<file path="config.mk">
export PLATFORM = sky130hd
export DESIGN_NAME = alert_pattern_sequencer_core_flat
export DESIGN_NICKNAME = d
export VERILOG_FILES = /design/src/rtl/aps_pkg.sv /design/src/rtl/aps_if.sv /design/src/rtl/alert_pattern_sequencer_core.sv /design/src/rtl/aps_engine.sv /design/src/flat_wrapper.sv
export SDC_FILE = /design/constraint.sdc
export NUM_CORES = 1
export LEC_CHECK = 0
export ABC_AREA = 1
export BUFFER_PORTS_ARGS = -buffer_cell sky130_fd_sc_hd__buf_2
export CORE_MARGIN = 2
export CORE_UTILIZATION = 40
export CTS_CLUSTER_DIAMETER = 60
export DETAILED_ROUTE_END_ITERATION = 8
export PLACE_DENSITY = 0.54
export SLEW_MARGIN = 20
export SYNTH_ARGS = -nofsm -noshare
export SYNTH_HDL_FRONTEND = slang
export SYNTH_HIERARCHICAL = 1
export SYNTH_SLANG_ARGS = --single-unit
</file>
<file path="constraint.sdc">
create_clock -name clk -period 9.1 [get_ports clk]
set_input_delay 0.91 -clock clk [delete_from_list [all_inputs] [get_ports clk]]
set_output_delay 0.91 -clock clk [all_outputs]
set_load 0.02 [all_outputs]
</file>
<file path="src/rtl/aps_pkg.sv">
// Package of the alert pattern sequencer: codes, item types, register defaults
// and the fixed beep tables. No dependencies.
`timescale 1ns / 1ps
`default_nettype none

package aps_pkg;

  localparam int TIMER_BITS_DEF = 10;
  localparam int CFG_BITS       = 10;

  typedef enum logic [1:0] {
    OP_TICK   = 2'd0,
    OP_BUZZ   = 2'd1,
    OP_CLEAR  = 2'd2,
    OP_UNUSED = 2'd3
  } op_t;

  typedef enum logic [2:0] {
    CFG_DEBOUNCE     = 3'd0,
    CFG_FLASH_PERIOD = 3'd1,
    CFG_PULSE_SHORT  = 3'd2,
    CFG_PULSE_MEDIUM = 3'd3,
    CFG_PULSE_LONG   = 3'd4,
    CFG_PULSE_OFF    = 3'd5,
    CFG_PULSE_COUNT  = 3'd6,
    CFG_NONE         = 3'd7
  } cfg_idx_t;

  // Alert levels that act, and the pin bit positions.
  localparam logic [3:0] LVL_FIRST  = 4'd6;
  localparam logic [3:0] LVL_PULSED = 4'd8;
  localparam logic [3:0] LVL_FLASH  = 4'd10;
  localparam logic [3:0] TRACK_BASE = 4'd5;

  localparam int PIN_BUZ  = 0;
  localparam int PIN_MAIN = 1;
  localparam int PIN_SEC  = 2;

  typedef struct packed {
    logic [CFG_BITS-1:0] debounce_ms;
    logic [CFG_BITS-1:0] flash_period_ms;
    logic [CFG_BITS-1:0] pulse_on_short_ms;
    logic [CFG_BITS-1:0] pulse_on_medium_ms;
    logic [CFG_BITS-1:0] pulse_on_long_ms;
    logic [CFG_BITS-1:0] pulse_off_ms;
    logic [1:0]          pulse_count;
  } cfg_t;

  localparam cfg_t CFG_RESET = '{
    debounce_ms:        10'd200,
    flash_period_ms:    10'd400,
    pulse_on_short_ms:  10'd200,
    pulse_on_medium_ms: 10'd400,
    pulse_on_long_ms:   10'd600,
    pulse_off_ms:       10'd150,
    pulse_count:        2'd3
  };

  typedef struct packed {
    logic [1:0] operation;
    logic [3:0] level;
    logic       button_pressed;
  } in_item_t;

  typedef struct packed {
    logic       buzzer;
    logic       led_main;
    logic       led_second;
    logic       alert_on;
    logic [2:0] play_track;
    logic       stop_voice;
    logic       dismissed;
  } result_t;

  // Number of steps in the beep pattern of level 6 + li.
  function automatic logic [2:0] beep_len(input logic [2:0] li);
    logic [2:0] len;
    unique case (li)
      3'd0:    len = 3'd2;
      3'd1:    len = 3'd3;
      3'd2:    len = 3'd4;
      3'd3:    len = 3'd3;
      3'd4:    len = 3'd1;
      default: len = 3'd1;
    endcase
    return len;
  endfunction

  // Step number folded into the pattern length.
  function automatic logic [1:0] beep_fold(input logic [2:0] li, input logic [1:0] step);
    logic [1:0] s;
    unique case (beep_len(li))
      3'd1:    s = 2'd0;
      3'd2:    s = {1'b0, step[0]};
      3'd3:    s = (step == 2'd3) ? 2'd0 : step;
      default: s = step;
    endcase
    return s;
  endfunction

  // On time of a beep step, in ms; the step is already folded.
  function automatic logic [CFG_BITS-1:0] beep_on_ms(input logic [2:0] li,
                                                     input logic [1:0] s);
    logic [CFG_BITS-1:0] ms;
    unique case (li)
      3'd0:    ms = 10'd100;
      3'd1:    ms = 10'd220;
      3'd2:    ms = 10'd320;
      3'd3:    ms = 10'd120;
      default: ms = 10'd70;
    endcase
    if (s == 2'd3) begin
      ms = ms;
    end
    return ms;
  endfunction

  // Off time of a beep step, in ms; the step is already folded.
  function automatic logic [CFG_BITS-1:0] beep_off_ms(input logic [2:0] li,
                                                      input logic [1:0] s);
    logic [CFG_BITS-1:0] ms;
    unique case (li)
      3'd0:    ms = (s == 2'd1) ? 10'd900 : 10'd100;
      3'd1:    ms = (s == 2'd2) ? 10'd650 : 10'd150;
      3'd2:    ms = (s == 2'd3) ? 10'd280 : 10'd120;
      3'd3:    ms = (s == 2'd2) ? 10'd450 : 10'd80;
      default: ms = 10'd55;
    endcase
    return ms;
  endfunction

endpackage

`default_nettype wire

</file>
<file path="src/rtl/aps_if.sv">
// Handshake channel interfaces of the alert pattern sequencer: request input
// channel and result channel. Depends on nothing.
`timescale 1ns / 1ps
`default_nettype none

interface aps_in_if;
  logic       valid;
  logic       ready;
  logic [1:0] operation;
  logic [3:0] level;
  logic       button_pressed;

  modport source (output valid, output operation, output level, output button_pressed,
                  input ready);
  modport sink (input valid, input operation, input level, input button_pressed,
                output ready);
endinterface

interface aps_out_if;
  logic       valid;
  logic       ready;
  logic       buzzer;
  logic       led_main;
  logic       led_second;
  logic       alert_on;
  logic [2:0] play_track;
  logic       stop_voice;
  logic       dismissed;

  modport source (output valid, output buzzer, output led_main, output led_second,
                  output alert_on, output play_track, output stop_voice,
                  output dismissed, input ready);
  modport sink (input valid, input buzzer, input led_main, input led_second,
                input alert_on, input play_track, input stop_voice, input dismissed,
                output ready);
endinterface

`default_nettype wire

</file>
<file path="src/rtl/alert_pattern_sequencer_core.sv">
// Alert pattern sequencer: buzzer and two LEDs driven from alert level requests
// and 1 ms ticks. Takes one request per clock while the sink takes results; each
// request is registered on entry and its result is registered on exit, so a
// result passes the request register and then the output register. The request
// register lets one more request in while a result waits for the sink, and the
// state update in the engine sets the rate of one request per cycle.
// The user must write configuration through cfg_we/cfg_index/cfg_wdata only
// while no request is in flight; the block itself does not enforce it.
`timescale 1ns / 1ps
`default_nettype none

module alert_pattern_sequencer_core #(
  parameter int TIMER_BITS = aps_pkg::TIMER_BITS_DEF
) (
  input  wire logic                     clk,
  input  wire logic                     rst_n,
  aps_in_if.sink                        in_ch,
  aps_out_if.source                     out_ch,
  input  wire logic                     cfg_we,
  input  wire logic [2:0]               cfg_index,
  input  wire logic [aps_pkg::CFG_BITS-1:0] cfg_wdata
);

  aps_pkg::cfg_t     cfg_r;
  aps_pkg::in_item_t in_item_r;
  logic              in_valid_r;
  aps_pkg::result_t  result;
  aps_pkg::result_t  out_item_r;
  logic              out_valid_r;
  logic              advance;
  logic              in_take;

  assign advance      = in_valid_r && (!out_valid_r || out_ch.ready);
  assign in_ch.ready  = !in_valid_r || advance;
  assign in_take      = in_ch.valid && in_ch.ready;

  always_ff @(posedge clk) begin
    if (!rst_n) begin
      cfg_r <= aps_pkg::CFG_RESET;
    end else if (cfg_we) begin
      unique case (cfg_index)
        aps_pkg::CFG_DEBOUNCE:     cfg_r.debounce_ms        <= cfg_wdata;
        aps_pkg::CFG_FLASH_PERIOD: cfg_r.flash_period_ms    <= cfg_wdata;
        aps_pkg::CFG_PULSE_SHORT:  cfg_r.pulse_on_short_ms  <= cfg_wdata;
        aps_pkg::CFG_PULSE_MEDIUM: cfg_r.pulse_on_medium_ms <= cfg_wdata;
        aps_pkg::CFG_PULSE_LONG:   cfg_r.pulse_on_long_ms   <= cfg_wdata;
        aps_pkg::CFG_PULSE_OFF:    cfg_r.pulse_off_ms       <= cfg_wdata;
        aps_pkg::CFG_PULSE_COUNT:  cfg_r.pulse_count        <= cfg_wdata[1:0];
        default: begin
        end
      endcase
    end
  end

  always_ff @(posedge clk) begin
    if (!rst_n) begin
      in_valid_r  <= 1'b0;
      out_valid_r <= 1'b0;
    end else begin
      if (in_take) begin
        in_valid_r <= 1'b1;
      end else if (advance) begin
        in_valid_r <= 1'b0;
      end
      if (advance) begin
        out_valid_r <= 1'b1;
      end else if (out_ch.ready) begin
        out_valid_r <= 1'b0;
      end
    end
  end

  always_ff @(posedge clk) begin
    if (in_take) begin
      in_item_r.operation      <= in_ch.operation;
      in_item_r.level          <= in_ch.level;
      in_item_r.button_pressed <= in_ch.button_pressed;
    end
    if (advance) begin
      out_item_r <= result;
    end
  end

  aps_engine #(
    .TIMER_BITS (TIMER_BITS)
  ) u_engine (
    .clk     (clk),
    .rst_n   (rst_n),
    .step_en (advance),
    .item    (in_item_r),
    .cfg     (cfg_r),
    .result  (result)
  );

  assign out_ch.valid      = out_valid_r;
  assign out_ch.buzzer     = out_item_r.buzzer;
  assign out_ch.led_main   = out_item_r.led_main;
  assign out_ch.led_second = out_item_r.led_second;
  assign out_ch.alert_on   = out_item_r.alert_on;
  assign out_ch.play_track = out_item_r.play_track;
  assign out_ch.stop_voice = out_item_r.stop_voice;
  assign out_ch.dismissed  = out_item_r.dismissed;

endmodule

`default_nettype wire

</file>
<file path="src/rtl/aps_engine.sv">
// Alert state and pattern machines: holds the timers and pin levels and applies
// one request per enabled cycle. Depends on aps_pkg.
`timescale 1ns / 1ps
`default_nettype none

module aps_engine #(
  parameter int TIMER_BITS = aps_pkg::TIMER_BITS_DEF
) (
  input  wire logic             clk,
  input  wire logic             rst_n,
  input  wire logic             step_en,
  input  wire aps_pkg::in_item_t item,
  input  wire aps_pkg::cfg_t    cfg,
  output aps_pkg::result_t      result
);

  localparam logic [TIMER_BITS-1:0] TMAX = '1;

  logic                  active_r, active_nxt;
  logic [3:0]            level_r, level_nxt;
  logic [1:0]            pulses_left_r, pulses_left_nxt;
  logic                  pulse_on_r, pulse_on_nxt;
  logic [TIMER_BITS-1:0] pulse_el_r, pulse_el_nxt;
  logic                  flash_r, flash_nxt;
  logic [TIMER_BITS-1:0] flash_el_r, flash_el_nxt;
  logic [1:0]            beep_step_r, beep_step_nxt;
  logic                  beep_on_r, beep_on_nxt;
  logic [TIMER_BITS-1:0] beep_el_r, beep_el_nxt;
  logic [TIMER_BITS-1:0] since_press_r, since_press_nxt;
  logic [2:0]            pins_r, pins_nxt;

  logic [2:0]            li;
  logic [1:0]            bstep;
  logic [2:0]            blen;
  logic [9:0]            pulse_on_ms;
  logic [2:0]            track;
  logic                  stopv;
  logic                  dism;

  function automatic logic [TIMER_BITS-1:0] sat_inc(input logic [TIMER_BITS-1:0] t);
    return (t == TMAX) ? t : t + TIMER_BITS'(1);
  endfunction

  assign li    = 3'(level_r - aps_pkg::LVL_FIRST);
  assign bstep = aps_pkg::beep_fold(li, beep_step_r);
  assign blen  = aps_pkg::beep_len(li);

  always_comb begin
    unique case (level_r)
      4'd7:    pulse_on_ms = cfg.pulse_on_medium_ms;
      4'd8:    pulse_on_ms = cfg.pulse_on_long_ms;
      default: pulse_on_ms = cfg.pulse_on_short_ms;
    endcase
  end

  always_comb begin
    active_nxt      = active_r;
    level_nxt       = level_r;
    pulses_left_nxt = pulses_left_r;
    pulse_on_nxt    = pulse_on_r;
    pulse_el_nxt    = pulse_el_r;
    flash_nxt       = flash_r;
    flash_el_nxt    = flash_el_r;
    beep_step_nxt   = beep_step_r;
    beep_on_nxt     = beep_on_r;
    beep_el_nxt     = beep_el_r;
    since_press_nxt = since_press_r;
    pins_nxt        = pins_r;
    track           = 3'd0;
    stopv           = 1'b0;
    dism            = 1'b0;

    unique case (item.operation)
      aps_pkg::OP_TICK: begin
        pulse_el_nxt    = sat_inc(pulse_el_r);
        flash_el_nxt    = sat_inc(flash_el_r);
        beep_el_nxt     = sat_inc(beep_el_r);
        since_press_nxt = sat_inc(since_press_r);

        // LED pulses, levels 6 to 8 while pulses remain.
        if (active_r && level_r >= aps_pkg::LVL_FIRST && level_r <= aps_pkg::LVL_PULSED &&
            pulses_left_r != 2'd0) begin
          if (pulse_on_r) begin
            if (pulse_el_nxt >= TIMER_BITS'(pulse_on_ms)) begin
              pulse_on_nxt              = 1'b0;
              pulse_el_nxt              = '0;
              pulses_left_nxt           = pulses_left_r - 2'd1;
              pins_nxt[aps_pkg::PIN_MAIN] = 1'b0;
              pins_nxt[aps_pkg::PIN_SEC]  = 1'b0;
            end
          end else if (pulse_el_nxt >= TIMER_BITS'(cfg.pulse_off_ms)) begin
            pulse_on_nxt              = 1'b1;
            pulse_el_nxt              = '0;
            pins_nxt[aps_pkg::PIN_MAIN] = 1'b1;
            pins_nxt[aps_pkg::PIN_SEC]  = 1'b1;
          end
        end

        // Main LED flashing at the top level.
        if (active_r && level_r == aps_pkg::LVL_FLASH &&
            flash_el_nxt >= TIMER_BITS'(cfg.flash_period_ms)) begin
          flash_el_nxt              = '0;
          flash_nxt                 = !flash_r;
          pins_nxt[aps_pkg::PIN_MAIN] = !flash_r;
        end

        // Beep pattern; a step advances when its off phase ends.
        if (active_r && level_r >= aps_pkg::LVL_FIRST && level_r <= aps_pkg::LVL_FLASH) begin
          if (beep_on_r) begin
            if (beep_el_nxt >= TIMER_BITS'(aps_pkg::beep_on_ms(li, bstep))) begin
              pins_nxt[aps_pkg::PIN_BUZ] = 1'b0;
              beep_on_nxt                = 1'b0;
              beep_el_nxt                = '0;
            end
          end else if (beep_el_nxt >= TIMER_BITS'(aps_pkg::beep_off_ms(li, bstep))) begin
            beep_step_nxt              = (3'({1'b0, bstep} + 3'd1) == blen) ? 2'd0
                                                                            : bstep + 2'd1;
            beep_on_nxt                = 1'b1;
            beep_el_nxt                = '0;
            pins_nxt[aps_pkg::PIN_BUZ] = 1'b1;
          end
        end

        // A saturated press timer always counts as long enough ago.
        if (active_r && item.button_pressed &&
            (since_press_nxt > TIMER_BITS'(cfg.debounce_ms) || since_press_nxt == TMAX)) begin
          since_press_nxt = '0;
          active_nxt      = 1'b0;
          level_nxt       = 4'd0;
          pins_nxt        = 3'd0;
          pulses_left_nxt = 2'd0;
          pulse_on_nxt    = 1'b0;
          flash_nxt       = 1'b0;
          beep_step_nxt   = 2'd0;
          beep_on_nxt     = 1'b0;
          stopv           = 1'b1;
          dism            = 1'b1;
        end
      end

      aps_pkg::OP_BUZZ: begin
        if (item.level >= aps_pkg::LVL_FIRST && item.level <= aps_pkg::LVL_FLASH) begin
          stopv         = 1'b1;
          active_nxt    = 1'b1;
          level_nxt     = item.level;
          track         = 3'(item.level - aps_pkg::TRACK_BASE);
          beep_step_nxt = 2'd0;
          beep_on_nxt   = 1'b1;
          beep_el_nxt   = '0;
          pulse_el_nxt  = '0;
          flash_el_nxt  = '0;
          if (item.level > aps_pkg::LVL_PULSED) begin
            pulses_left_nxt = 2'd0;
            pulse_on_nxt    = 1'b0;
            flash_nxt       = (item.level == aps_pkg::LVL_FLASH);
            pins_nxt        = 3'b111;
          end else begin
            pulses_left_nxt = cfg.pulse_count;
            pulse_on_nxt    = (cfg.pulse_count != 2'd0);
            flash_nxt       = 1'b0;
            pins_nxt        = {pulse_on_nxt, pulse_on_nxt, 1'b1};
          end
        end
      end

      aps_pkg::OP_CLEAR: begin
        active_nxt      = 1'b0;
        level_nxt       = 4'd0;
        pins_nxt        = 3'd0;
        pulses_left_nxt = 2'd0;
        pulse_on_nxt    = 1'b0;
        flash_nxt       = 1'b0;
        beep_step_nxt   = 2'd0;
        beep_on_nxt     = 1'b0;
        stopv           = 1'b1;
      end

      default: begin
      end
    endcase
  end

  always_comb begin
    result.buzzer     = pins_nxt[aps_pkg::PIN_BUZ];
    result.led_main   = pins_nxt[aps_pkg::PIN_MAIN];
    result.led_second = pins_nxt[aps_pkg::PIN_SEC];
    result.alert_on   = active_nxt;
    result.play_track = track;
    result.stop_voice = stopv;
    result.dismissed  = dism;
  end

  always_ff @(posedge clk) begin
    if (!rst_n) begin
      active_r      <= 1'b0;
      level_r       <= 4'd0;
      pulses_left_r <= 2'd0;
      pulse_on_r    <= 1'b0;
      pulse_el_r    <= '0;
      flash_r       <= 1'b0;
      flash_el_r    <= '0;
      beep_step_r   <= 2'd0;
      beep_on_r     <= 1'b0;
      beep_el_r     <= '0;
      since_press_r <= TMAX;
      pins_r        <= 3'd0;
    end else if (step_en) begin
      active_r      <= active_nxt;
      level_r       <= level_nxt;
      pulses_left_r <= pulses_left_nxt;
      pulse_on_r    <= pulse_on_nxt;
      pulse_el_r    <= pulse_el_nxt;
      flash_r       <= flash_nxt;
      flash_el_r    <= flash_el_nxt;
      beep_step_r   <= beep_step_nxt;
      beep_on_r     <= beep_on_nxt;
      beep_el_r     <= beep_el_nxt;
      since_press_r <= since_press_nxt;
      pins_r        <= pins_nxt;
    end
  end

endmodule

`default_nettype wire

</file>
<file path="src/flat_wrapper.sv">
// flat-port wrapper written by rule: the top's interface ports become plain ports
module alert_pattern_sequencer_core_flat 
#(
  parameter int TIMER_BITS = aps_pkg::TIMER_BITS_DEF
)
  (clk, rst_n, cfg_we, cfg_index, cfg_wdata, in_ch_valid, in_ch_operation, in_ch_level, in_ch_button_pressed, in_ch_ready, out_ch_valid, out_ch_buzzer, out_ch_led_main, out_ch_led_second, out_ch_alert_on, out_ch_play_track, out_ch_stop_voice, out_ch_dismissed, out_ch_ready);
  aps_in_if in_ch_i ();
  aps_out_if out_ch_i ();
  input  wire logic clk;
  input  wire logic rst_n;
  input  wire logic cfg_we;
  input  wire logic [2:0] cfg_index;
  input  wire logic [aps_pkg::CFG_BITS-1:0] cfg_wdata;
  input wire logic [$bits(in_ch_i.valid)-1:0] in_ch_valid;
  input wire logic [$bits(in_ch_i.operation)-1:0] in_ch_operation;
  input wire logic [$bits(in_ch_i.level)-1:0] in_ch_level;
  input wire logic [$bits(in_ch_i.button_pressed)-1:0] in_ch_button_pressed;
  output wire logic [$bits(in_ch_i.ready)-1:0] in_ch_ready;
  output wire logic [$bits(out_ch_i.valid)-1:0] out_ch_valid;
  output wire logic [$bits(out_ch_i.buzzer)-1:0] out_ch_buzzer;
  output wire logic [$bits(out_ch_i.led_main)-1:0] out_ch_led_main;
  output wire logic [$bits(out_ch_i.led_second)-1:0] out_ch_led_second;
  output wire logic [$bits(out_ch_i.alert_on)-1:0] out_ch_alert_on;
  output wire logic [$bits(out_ch_i.play_track)-1:0] out_ch_play_track;
  output wire logic [$bits(out_ch_i.stop_voice)-1:0] out_ch_stop_voice;
  output wire logic [$bits(out_ch_i.dismissed)-1:0] out_ch_dismissed;
  input wire logic [$bits(out_ch_i.ready)-1:0] out_ch_ready;
  assign in_ch_i.valid = in_ch_valid;
  assign in_ch_i.operation = in_ch_operation;
  assign in_ch_i.level = in_ch_level;
  assign in_ch_i.button_pressed = in_ch_button_pressed;
  assign in_ch_ready = in_ch_i.ready;
  assign out_ch_valid = out_ch_i.valid;
  assign out_ch_buzzer = out_ch_i.buzzer;
  assign out_ch_led_main = out_ch_i.led_main;
  assign out_ch_led_second = out_ch_i.led_second;
  assign out_ch_alert_on = out_ch_i.alert_on;
  assign out_ch_play_track = out_ch_i.play_track;
  assign out_ch_stop_voice = out_ch_i.stop_voice;
  assign out_ch_dismissed = out_ch_i.dismissed;
  assign out_ch_i.ready = out_ch_ready;
  alert_pattern_sequencer_core #(.TIMER_BITS(TIMER_BITS)) u_core (.clk(clk), .rst_n(rst_n), .in_ch(in_ch_i), .out_ch(out_ch_i), .cfg_we(cfg_we), .cfg_index(cfg_index), .cfg_wdata(cfg_wdata));
endmodule
</file>
==> reports/summary.txt <==
# Post-CTS Setup Buffers -> 0
Placed cells -> 1514
Util after Layout -> 45.46%
Netlist Area Pre-Place -> 8406 sq um
Drt first-iter violations -> 512
# setup viols final -> 0
Setup Skew -> 0.009477 ns
Largest net degree at the start of global routing -> 80
Measured slew at the worst slew-check pin -> 0.8627 ns
I/O Buffers -> 35
Status -> complete, no violations
Reg2reg setup slack -> 5.18 ns
Fmax -> 255.0 MHz
Via count -> 7669
Netlist cell types -> 43
Critical Path AT -> 4.28 ns
IO Count -> 36
Clock power share -> 47.1%
CTS Hold Bufs -> 0
Syn Inst Count -> 1228
Crit share post-route -> 43.09%
Gate power share -> 12.2%
Ant. Diodes -> 0
CTS Buf Count -> 17
Fin cells -> 1546
Sequential share of power -> 40.7%
Final Hold Fails -> 0
First-pass GRT wire length -> 36.06 mm
Maxcap violations -> 0
Peak supply drop -> 0.1304 mV
Avg WL per Cell -> 13.75 um
Die X-Extent -> 149.0 um
Type of the worst setup path -> flip-flop to flip-flop
Syn_nets -> 1327
Global placement routability congestion -> 0.8778
Dominant synthesized flop cell -> dfxtp_1
Hpwl dp -> 15.70 mm
DRT Pass-1 Iters -> 5
Root buf cell -> clkbuf_16
Min Tclk post-route -> 3.921 ns
Unrepaired setup endpoints after global routing -> no
Max-slew headroom -> 42.22%
Min-delay worst type -> flip-flop to flip-flop
Seq cells post-synth -> 135
Synth Area per Inst -> 6.845 sq um
Layout cells sized above 1 -> 8.891%
Ys Warns -> 6
Cell Pwr Density -> 165.2 nW/um^2
Internal Power -> 1.143 mW
Post-CTS resize count -> 0
Area grow syn2layout -> 12.62%
H-tree levels -> 4
Seq/Total Area, Yosys -> 34.06%
Longest Clk Path Bufs -> 2
GRT Total Usage -> 20.25%
Switch share -> 26.93%
Crit start category -> flip-flop
DIE AREA -> 22190 sq um
Grt ovf -> 0
Die height -> 149.0 um
Initial antenna violation count -> 0
Net Switching -> 421.2 uW
CP Max Fanout -> 11
P_leak -> 4.418 nW
Residual DRC count -> 0
WL final -> 21.26 mm
Area of the core -> 20820 sq um
Worst-skew pair later-pin latency -> 0.43 ns
Commonest non-fill, non-tap cell in the layout -> nand2_1
Clk sink count -> 135
Number of synthesized flops with an enable pin -> 16
Vias in the first global route -> 7121
Reg clk slew, reported paths -> 0.06 ns
Crit end category -> flip-flop
Power Total -> 1.564 mW
Cell Rows -> 53
Final net count -> 1357
Most frequent cells in the layout -> nand2_1, nor2_1, inv_1
Initial core utilization -> 40.37%
Fin Setup TNS -> 0 ns
Asr flop ratio synth -> 0%
Worst Path Required -> 9.45 ns
CTS tree -> built
Post-route ant nets -> 0
Vias/cell -> 4.961
Final slew viol count -> 0
## synthesized netlist by cell type (13+ instances only)
master,number,area [sq um]
clkbuf_1,15,56.30
nor2_1,169,634.4
ha_1,74,925.9
xor2_1,13,113.9
o21ai_0,34,170.2
dfxtp_1,119,2382
edfxtp_1,16,480.5
inv_1,135,506.7
a21oi_1,97,485.5
nand2_1,322,1209
nand4_1,17,106.4
nand3_1,100,500.5
## per-stage QoR
stage	worst slack (ns)	cell area [sq um]	hold slack, ns
detailed placement	5.200	8837	0.4451
CTS	5.176	9467	0.4616
floorplan	5.656	8406	0.4289
global placement	5.258	8837	0.4438
global route	4.771	9467	0.4902
finish	5.179	9467	0.4547
## per-layer routing
| metal | part of all wire [%] | GRT usage (%) |
|---|---|---|
| met1 | 51 | 28.72 |
| met2 | 44 | 31.73 |
| met3 | 3.3 | 3.364 |
| met4 | 1.5 | 5.762 |
| met5 | 0 | 0 |
## final cells by class
cell class                      count  area, sq um
Timing Repair Buffer               42        227.7
Tap cell                          275        344.1
Clock inverter                     13        165.2
Multi-Input combinational cell    920         4868
Fill cell                        2252        11360
Clock buffer                       19        464.2
Inverter                          142        534.3
Sequential cell                   135         2863
## power by group through the flow
stage          Sequential (mW)  Combinational, mW  Clock (mW)
2_1_floorplan            0.648              0.140           0
3_3_place_gp             0.650              0.190           0
3_5_place_dp             0.649              0.191           0
4_1_cts                  0.636              0.191       0.754
5_1_grt                  0.639              0.223       0.780
6_report                 0.637              0.190       0.737
## worst max-delay path, cell delays in order (launching register included)
cell       delay, ns
dfxtp_1         0.48
inv_1           0.14
ha_1            0.52
nor2_1          0.16
inv_1           0.13
o21ai_0         0.09
nand2_1         0.08
inv_1           0.06
ha_1            0.20
or2_2           0.32
o31ai_1         0.11
nor2_1          0.08
ha_1            0.29
a21oi_1         0.15
o21ai_0         0.09
nand2_1         0.06
o2111ai_1       0.15
nand3_1         0.18
nand2_2         0.08
nor2_4          0.22
nand3_1         0.11
a21oi_1         0.13
## path summary, 6_finish.rpt
kind	startpoint	to	cells past startpoint
worst max-delay path	u_core/u_engine/level_r[1]$_SDFFE_PN0P_	u_core/u_engine/beep_el_r[0]$_SDFFE_PN0P_	21
worst max register to register	u_core/u_engine/level_r[1]$_SDFFE_PN0P_	u_core/u_engine/beep_el_r[0]$_SDFFE_PN0P_	21
worst min-delay path	u_core/cfg_r[4]$_SDFFE_PN1P_	u_core/cfg_r[4]$_SDFFE_PN1P_	2
worst min register to register	u_core/cfg_r[4]$_SDFFE_PN1P_	u_core/cfg_r[4]$_SDFFE_PN1P_	2
## state kept, by name, indices dropped and copies added, names as in the netlist, 2 cells and up
register                       flops
u_core/cfg_r                      62
u_core/u_engine/beep_el_r         10
u_core/u_engine/flash_el_r        10
u_core/u_engine/pulse_el_r        10
u_core/u_engine/since_press_r     10
u_core/in_item_r                   7
u_core/u_engine/level_r            4
u_core/out_ch.play_track           3
u_core/u_engine/pins_r             3
u_core/u_engine/beep_step_r        2
u_core/u_engine/pulses_left_r      2
## cell families after synthesis
family	synth area share [%]
and+or+nand+nor	33.11
AOI/OAI and AO/OA	11.74
buffers and inverters	8.068
DFF	34.06
adders and majority gates	11.02
xor gates and xnor gates	1.876
muxes	0.1340
Power figures use the tool's default switching activity.
